$ cat config.mk
export PLATFORM = sky130hd
export DESIGN_NAME = vnt3_lerp
export DESIGN_NICKNAME = d
export VERILOG_FILES = /design/src/rtl/vnt3_lerp.sv
export SDC_FILE = /design/constraint.sdc
export NUM_CORES = 1
export LEC_CHECK = 0
export ABC_AREA = 1
export BUFFER_PORTS_ARGS = -buffer_cell sky130_fd_sc_hd__buf_2
export CAP_MARGIN = 30
export CORE_MARGIN = 5
export CORE_UTILIZATION = 58
export DETAILED_ROUTE_END_ITERATION = 8
export PLACE_DENSITY = 0.84
export SYNTH_ARGS = -nofsm -noshare
export SYNTH_HDL_FRONTEND = slang
export SYNTH_SLANG_ARGS = --single-unit
$ cat constraint.sdc
create_clock -name aclk -period 9 [get_ports aclk]
set_input_delay 2.7 -clock aclk [delete_from_list [all_inputs] [get_ports aclk]]
set_output_delay 2.7 -clock aclk [all_outputs]
set_load 0.005 [all_outputs]
$ cat src/rtl/vnt3_lerp.sv
// One linear blend stage: a*(1-t) + b*t, registered.
// Depends on nothing but its parameters.
`default_nettype none
module vnt3_lerp #(
    parameter int IN_W = 16,
    parameter int FB   = 16
) (
    input  wire logic               aclk,
    input  wire logic               en,
    input  wire logic [IN_W-1:0]    a,
    input  wire logic [IN_W-1:0]    b,
    input  wire logic [FB-1:0]      t,
    output logic [IN_W+FB-1:0]      y_reg
);
    // a + (b - a)*t scaled: a*2^FB + (b-a)*t, exact and non-negative
    logic signed [IN_W:0]       diff;
    logic signed [IN_W+FB+1:0]  sum;
    assign diff = $signed({1'b0, b}) - $signed({1'b0, a});
    assign sum  = $signed({2'b00, a, {FB{1'b0}}}) + diff * $signed({1'b0, t});

    always_ff @(posedge aclk) begin
        if (en) y_reg <= sum[IN_W+FB-1:0];
    end
endmodule
`default_nettype wire

==> metrics.txt, run 1 <==
Worst-Margin Slew=just under 800 ps; Compound-Gate Fraction of Synth Area=4.46%; DR vias=12300; drt drc=1; status=finished, violations left; Max FO, Critical Path=8; CTS tree=done; fin nets=roughly 2300; DRT antenna net count=0; Synth Flop Type=edfxtp_1; Worst path depth=28; Max stage delay on crit path=660 ps; vias in the first global route=between 10000 and 15000; Post-synth ARST share=0%; Placed Area=15300 sq um; Post-Syn Area=13100 sq um; Relative slew margins=48.5%; Post-Synth Simple-Gate Area=15.4%; clk sinks=32; largest family of logic cells by synthesized area=adder cells; top cells by count, synth=inv_1 (458), fa_1 (286), nor2_1 (194); gr usage total=30.2%; max FFs per register=32; minimum clock period=9240 ps; Die Ht=roughly 160 microns; largest net degree at the start of global routing=33; n_diodes=0; final instance area=16400 sq um; Syn Inst Count=1558; initial antenna violation count=1; top-count cell post-synth=inv_1; Post-Place Worst Slack=-859 ps; Buf/Inv on CP=7; gr ovfl total=0; Yosys top cell by area=fa_1; WHS Path Cells=1; setup ws final=-240 ps; Core Region=22400 sq um; layout cells sized above 1=between 20% and 30%; Initial Util=58.4%; Startpoint Class=input port; Hold-fix buffers, CTS=0; Iter 0 DRT Violations=1098; Hold Slack=3030 ps; Boundary Pins=82; multiplexer share of the synthesized area=0%; CP required=9030 ps; synth unique cells=45; period utilisation layout=103%; Seq/Total Area, Yosys=7.34%; CP delay by family, top=adder cells; Worst EP arrival=~9300 ps; DP HPWL=32100 microns; Final Hold Fails=0; Root Buffer=clkbuf_16; cts bufs inserted=5; vias per inst=between 5 and 6; Avg Inst Size Synth=8.41 sq um; top cell type's share of synthesized area=43.7%; max cap viols=0; Slew Limit Fails=0; Crit. End Element=flip-flop; dominant cells by area after synthesis=fa_1 (44%), inv_1 (13%), ha_1 (11%), edfxtp_1 (7.3%), nor2_1 (5.6%); Area growth syn-to-layout=25.4%; Synth warnings=0; DRT Pass-1 Iters=8; htree depth=2; Clk pin slew, worst setup/hold paths=around 60 ps; Setup Total Neg Slack=-2060 ps; Post-synth EDFFs=32; Synth Register Bits=32; worst-case clock buffer depth=2; Horiz. Die Dim=160 microns; IO buf count=~80; XOR/XNOR Fraction of Synth Area=3.32%; endpoints failing setup=15; RSZ-0062 raised after global routing=yes; FILL cells=1420; Post-Synth Adder-Cell Area=55.0%; GP Congestion=0.979; kind of critical path=in -> reg; Die ar.=25700 sq um; Core Rows=55; Mapped Nets=2012; fmax=roughly 110 MHz; HP Class=in -> reg; critical path's slowest cell=fa_1; wire per inst=slightly above 20 microns; Routed WL=43200 microns; violated checks=DRC, setup timing; first-pass GRT wire length=61700 microns
layout by cell type (no fill, tap or decap), types with 9 or more instances in the layout:
cell      synthesis  layout
nand3_1          52      47
a21oi_1          50      24
ha_1            118      97
xor2_1           30      27
edfxtp_1         32      32
inv_1           458     441
ha_4              0      19
o21ai_2           3       9
a21oi_2           1      21
inv_2             5      19
a21o_1           10      10
buf_4             1     219
buf_2             6      81
nand2_2           3      18
fa_1            286     272
fa_2              0      14
xnor2_1          16      14
nand2_1         176     156
nor2_2           19      31
nor2_1          194     178
cell type report:
cell class | instances | area (sq um) | share of cell area, %
repair buffers | 305 | 2130 | 13.0
clock buffers | 5 | 125 | 0.762
clock inverters | 3 | 42.5 | 0.259
inverters | 467 | 1760 | 10.7
flip-flops and latches | 32 | 961 | 5.85
well taps | 285 | 357 | 2.17
multi-input cells | 1029 | 11000 | 67.2
layer usage:
metal / vias up / track usage, % / share of wire [%]
li1: 5113 / - / -
met1: 5886 / 34.3 / 32
met2: 894 / 53.7 / 49
met5: - / 0 / 0.016
met4: 2 / 18.7 / 10
met3: 367 / 4.23 / 8.6
path summary, 6_finish.rpt:
path | end | from | slack, ps
hold / removal | y_reg[12] | en | 3030
setup / recovery | y_reg[25] | b[0] | -240
cells by family (layout without fill, tap and decap cells):
| kind of cell | Yosys count | count (layout) |
|---|---|---|
| AOI/OAI and AO/OA | 99 | 99 |
| xor gates and xnor gates | 48 | 48 |
| adders and majority gates | 404 | 404 |
| buffers and inverters | 497 | 780 |
| DFF | 32 | 32 |
| and+or+nand+nor | 478 | 478 |
through the flow:
step           utilization, %  std cells
2_1_floorplan               -       1558
3_3_place_gp             68.1       2098
3_5_place_dp             68.1       2098
4_1_cts                  69.9       2109
5_1_grt                  73.2       2126
6_report                 73.2       2126
timing repair:
item                       CTS  global route
pin swaps                   12            44
gates resized for setup     43           147
setup endpoints to repair   19            19
setup buffers                3            17
Power of run 1 is not shown: default switching activity piles up to over one toggle a cycle in this logic, so the estimate is an artifact.
==> run 2, diff against run 1 <==
Settings changed: ABC_AREA 1 to unset.
==> metrics.txt, run 2 <==
status=finished, violations left; violated checks=setup timing; Hold-fix buffers, CTS=0; Area growth syn-to-layout=24.9%; worst setup path endpoint=y_reg[30]; Synth Flop Type=edfxtp_1; vias in the first global route=about 12000; synth unique cells=49; Crit. End Element=flip-flop; first-pass GRT wire length=57000 microns; Compound-Gate Fraction of Synth Area=5.36%; Clk pin slew, worst setup/hold paths=60 ps; max FFs per register=32; RSZ-0062 raised after global routing=yes; Max stage delay on crit path=590 ps; top cells by count, synth=inv_1 (399), fa_1 (286), and2_1 (155); Max FO, Critical Path=8; CTS tree=done; vias per inst=5.45; Root Buffer=clkbuf_16; cts bufs inserted=5; HP Class=in -> reg; Core Region=roughly 22000 sq um; Horiz. Die Dim=around 160 microns; Syn Inst Count=1381; period utilisation layout=106%; DRT Pass-1 Iters=5; largest net degree at the start of global routing=33; Worst Setup SP=a[1]; Routed WL=35700 microns; Post-synth EDFFs=32; endpoints failing setup=14; multiplexer share of the synthesized area=0%; Setup Total Neg Slack=-3960 ps; fmax=105 MHz; Iter 0 DRT Violations=736; Post-Synth Adder-Cell Area=55.9%; setup ws final=-504 ps; Initial Util=59.1%; n_diodes=0; top cell type's share of synthesized area=44.4%; Post-Synth Simple-Gate Area=14.4%; Synth warnings=0; Final Hold Fails=0; DP HPWL=27200 microns; top-count cell post-synth=inv_1; GP Congestion=0.896; most common cell after layout, fill and taps aside=inv_1; initial antenna violation count=1; max cap viols=0; htree depth=2; Post-Syn Area=12900 sq um; Mapped Nets=1835; Seq/Total Area, Yosys=7.46%; gr ovfl total=0; dominant cells by area after synthesis=fa_1 (44%), inv_1 (12%), ha_1 (11%), and2_1 (7.5%), edfxtp_1 (7.5%); Boundary Pins=82; cell mode on critical path=fa_1; DRT antenna net count=0; drt drc=0; Synth Register Bits=32; Worst-Margin Slew=between 800 and 900 ps; Worst EP arrival=9550 ps; worst-case clock buffer depth=2; XOR/XNOR Fraction of Synth Area=under 10%; Die Ht=159 microns; Post-synth ARST share=0%; minimum clock period=~9500 ps; largest family of logic cells by synthesized area=adder cells; gr usage total=27.8%; Slew Limit Fails=0; Die ar.=25300 sq um; Relative slew margins=between 40% and 50%; FILL cells=1352; CP required=9040 ps; fin nets=2077; kind of critical path=in -> reg; Avg Inst Size Synth=9.33 sq um; wire per inst=about 19 microns; critical path's slowest cell=fa_1; most frequent cells in the layout=inv_1 (373), fa_1 (276), buf_4 (169), and2_1 (139), ha_1 (98); layout cells sized above 1=a little over a quarter; IO buf count=81; Startpoint Class=input port; Core Rows=54; clk sinks=32; Yosys top cell by area=fa_1; DR vias=roughly 10000
==> run 2: cell count changes after synthesis, sizes merged, moves of 13 or more <==
cell    delta
xor2      -20
nor2     -195
inv       -64
nor2b     +33
xnor2     +33
and2     +155
a21oi     -17
nand2     -76
nand3     -48
clkbuf    +13
==> run 2: final cells by class <==
cell class	count	area, sq um	area share, %
Inverter	399	1520	9.44
Multi-Input combinational cell	914	11100	69.1
Clock inverter	1	5.00	0.0311
Tap cell	280	350	2.18
Sequential cell	32	961	5.97
Timing Repair Buffer	271	2000	12.5
Clock buffer	6	129	0.801
==> run 2: metrics by stage <==
stage	worst slack (ps)	hold slack, ps	instance area, sq um	instances	util (%)
3_5_place_dp	-1120	3090	15100	1862	69.2
6_report	-504	2980	16100	1903	73.8
3_3_place_gp	-892	3090	15100	1862	69.2
4_1_cts	-406	2930	15700	1890	72.2
2_1_floorplan	-348	2810	13200	1381	-
5_1_grt	-743	2980	16100	1903	73.8
==> run 2: what timing repair did <==
action / 4_1_cts / 5_1_grt
gates cloned: 2 / 0
pin swaps: 78 / 66
buffers inserted: 20 / 15
endpoints found under the hold margin: 0 / 0
resized for setup: 87 / 64
endpoints found under the setup margin: 17 / 18
==> run 2: critical path: cells and delay by family <==
| family | cells | cell delay (ps) |
|---|---|---|
| compound gates | 8 | 1900 |
| xor+xnor | 2 | 310 |
| buf+inv | 7 | 680 |
| simple gates | 3 | 360 |
| fa+ha+maj | 8 | 3560 |
==> run 2: worst min-delay path by stage <==
stage	startpoint	end	slack (ps)	cells after the start
after global placement	y_reg[11]	y_reg[11]	3090	1
after global routing	t[0]	y_reg[0]	2980	2
after CTS	t[0]	y_reg[0]	2930	2
final	t[0]	y_reg[0]	2980	2
after floorplan	en	y_reg[0]	2810	0
after detailed placement	y_reg[6]	y_reg[6]	3090	1
==> run 2: logic make-up (layout without fill, tap and decap cells) <==
logic type / Yosys count / in the layout
AO/OA/AOI/OAI: 100 / 100
XOR/XNOR: 61 / 62
adder cells (fa/ha/maj): 404 / 404
buffers and inverters: 436 / 677
flip-flops: 32 / 32
AND/OR/NAND/NOR: 348 / 348
==> run 2: routing by layer <==
| metal | wire length (microns) | GRT usage [%] |
|---|---|---|
| met2 | 18300 | 49.3 |
| met1 | 12900 | 33.2 |
| met5 | 13 | 0 |
| met4 | 2150 | 13.7 |
| met3 | 2410 | 3.68 |
Power of run 2 is left out for the same reason.
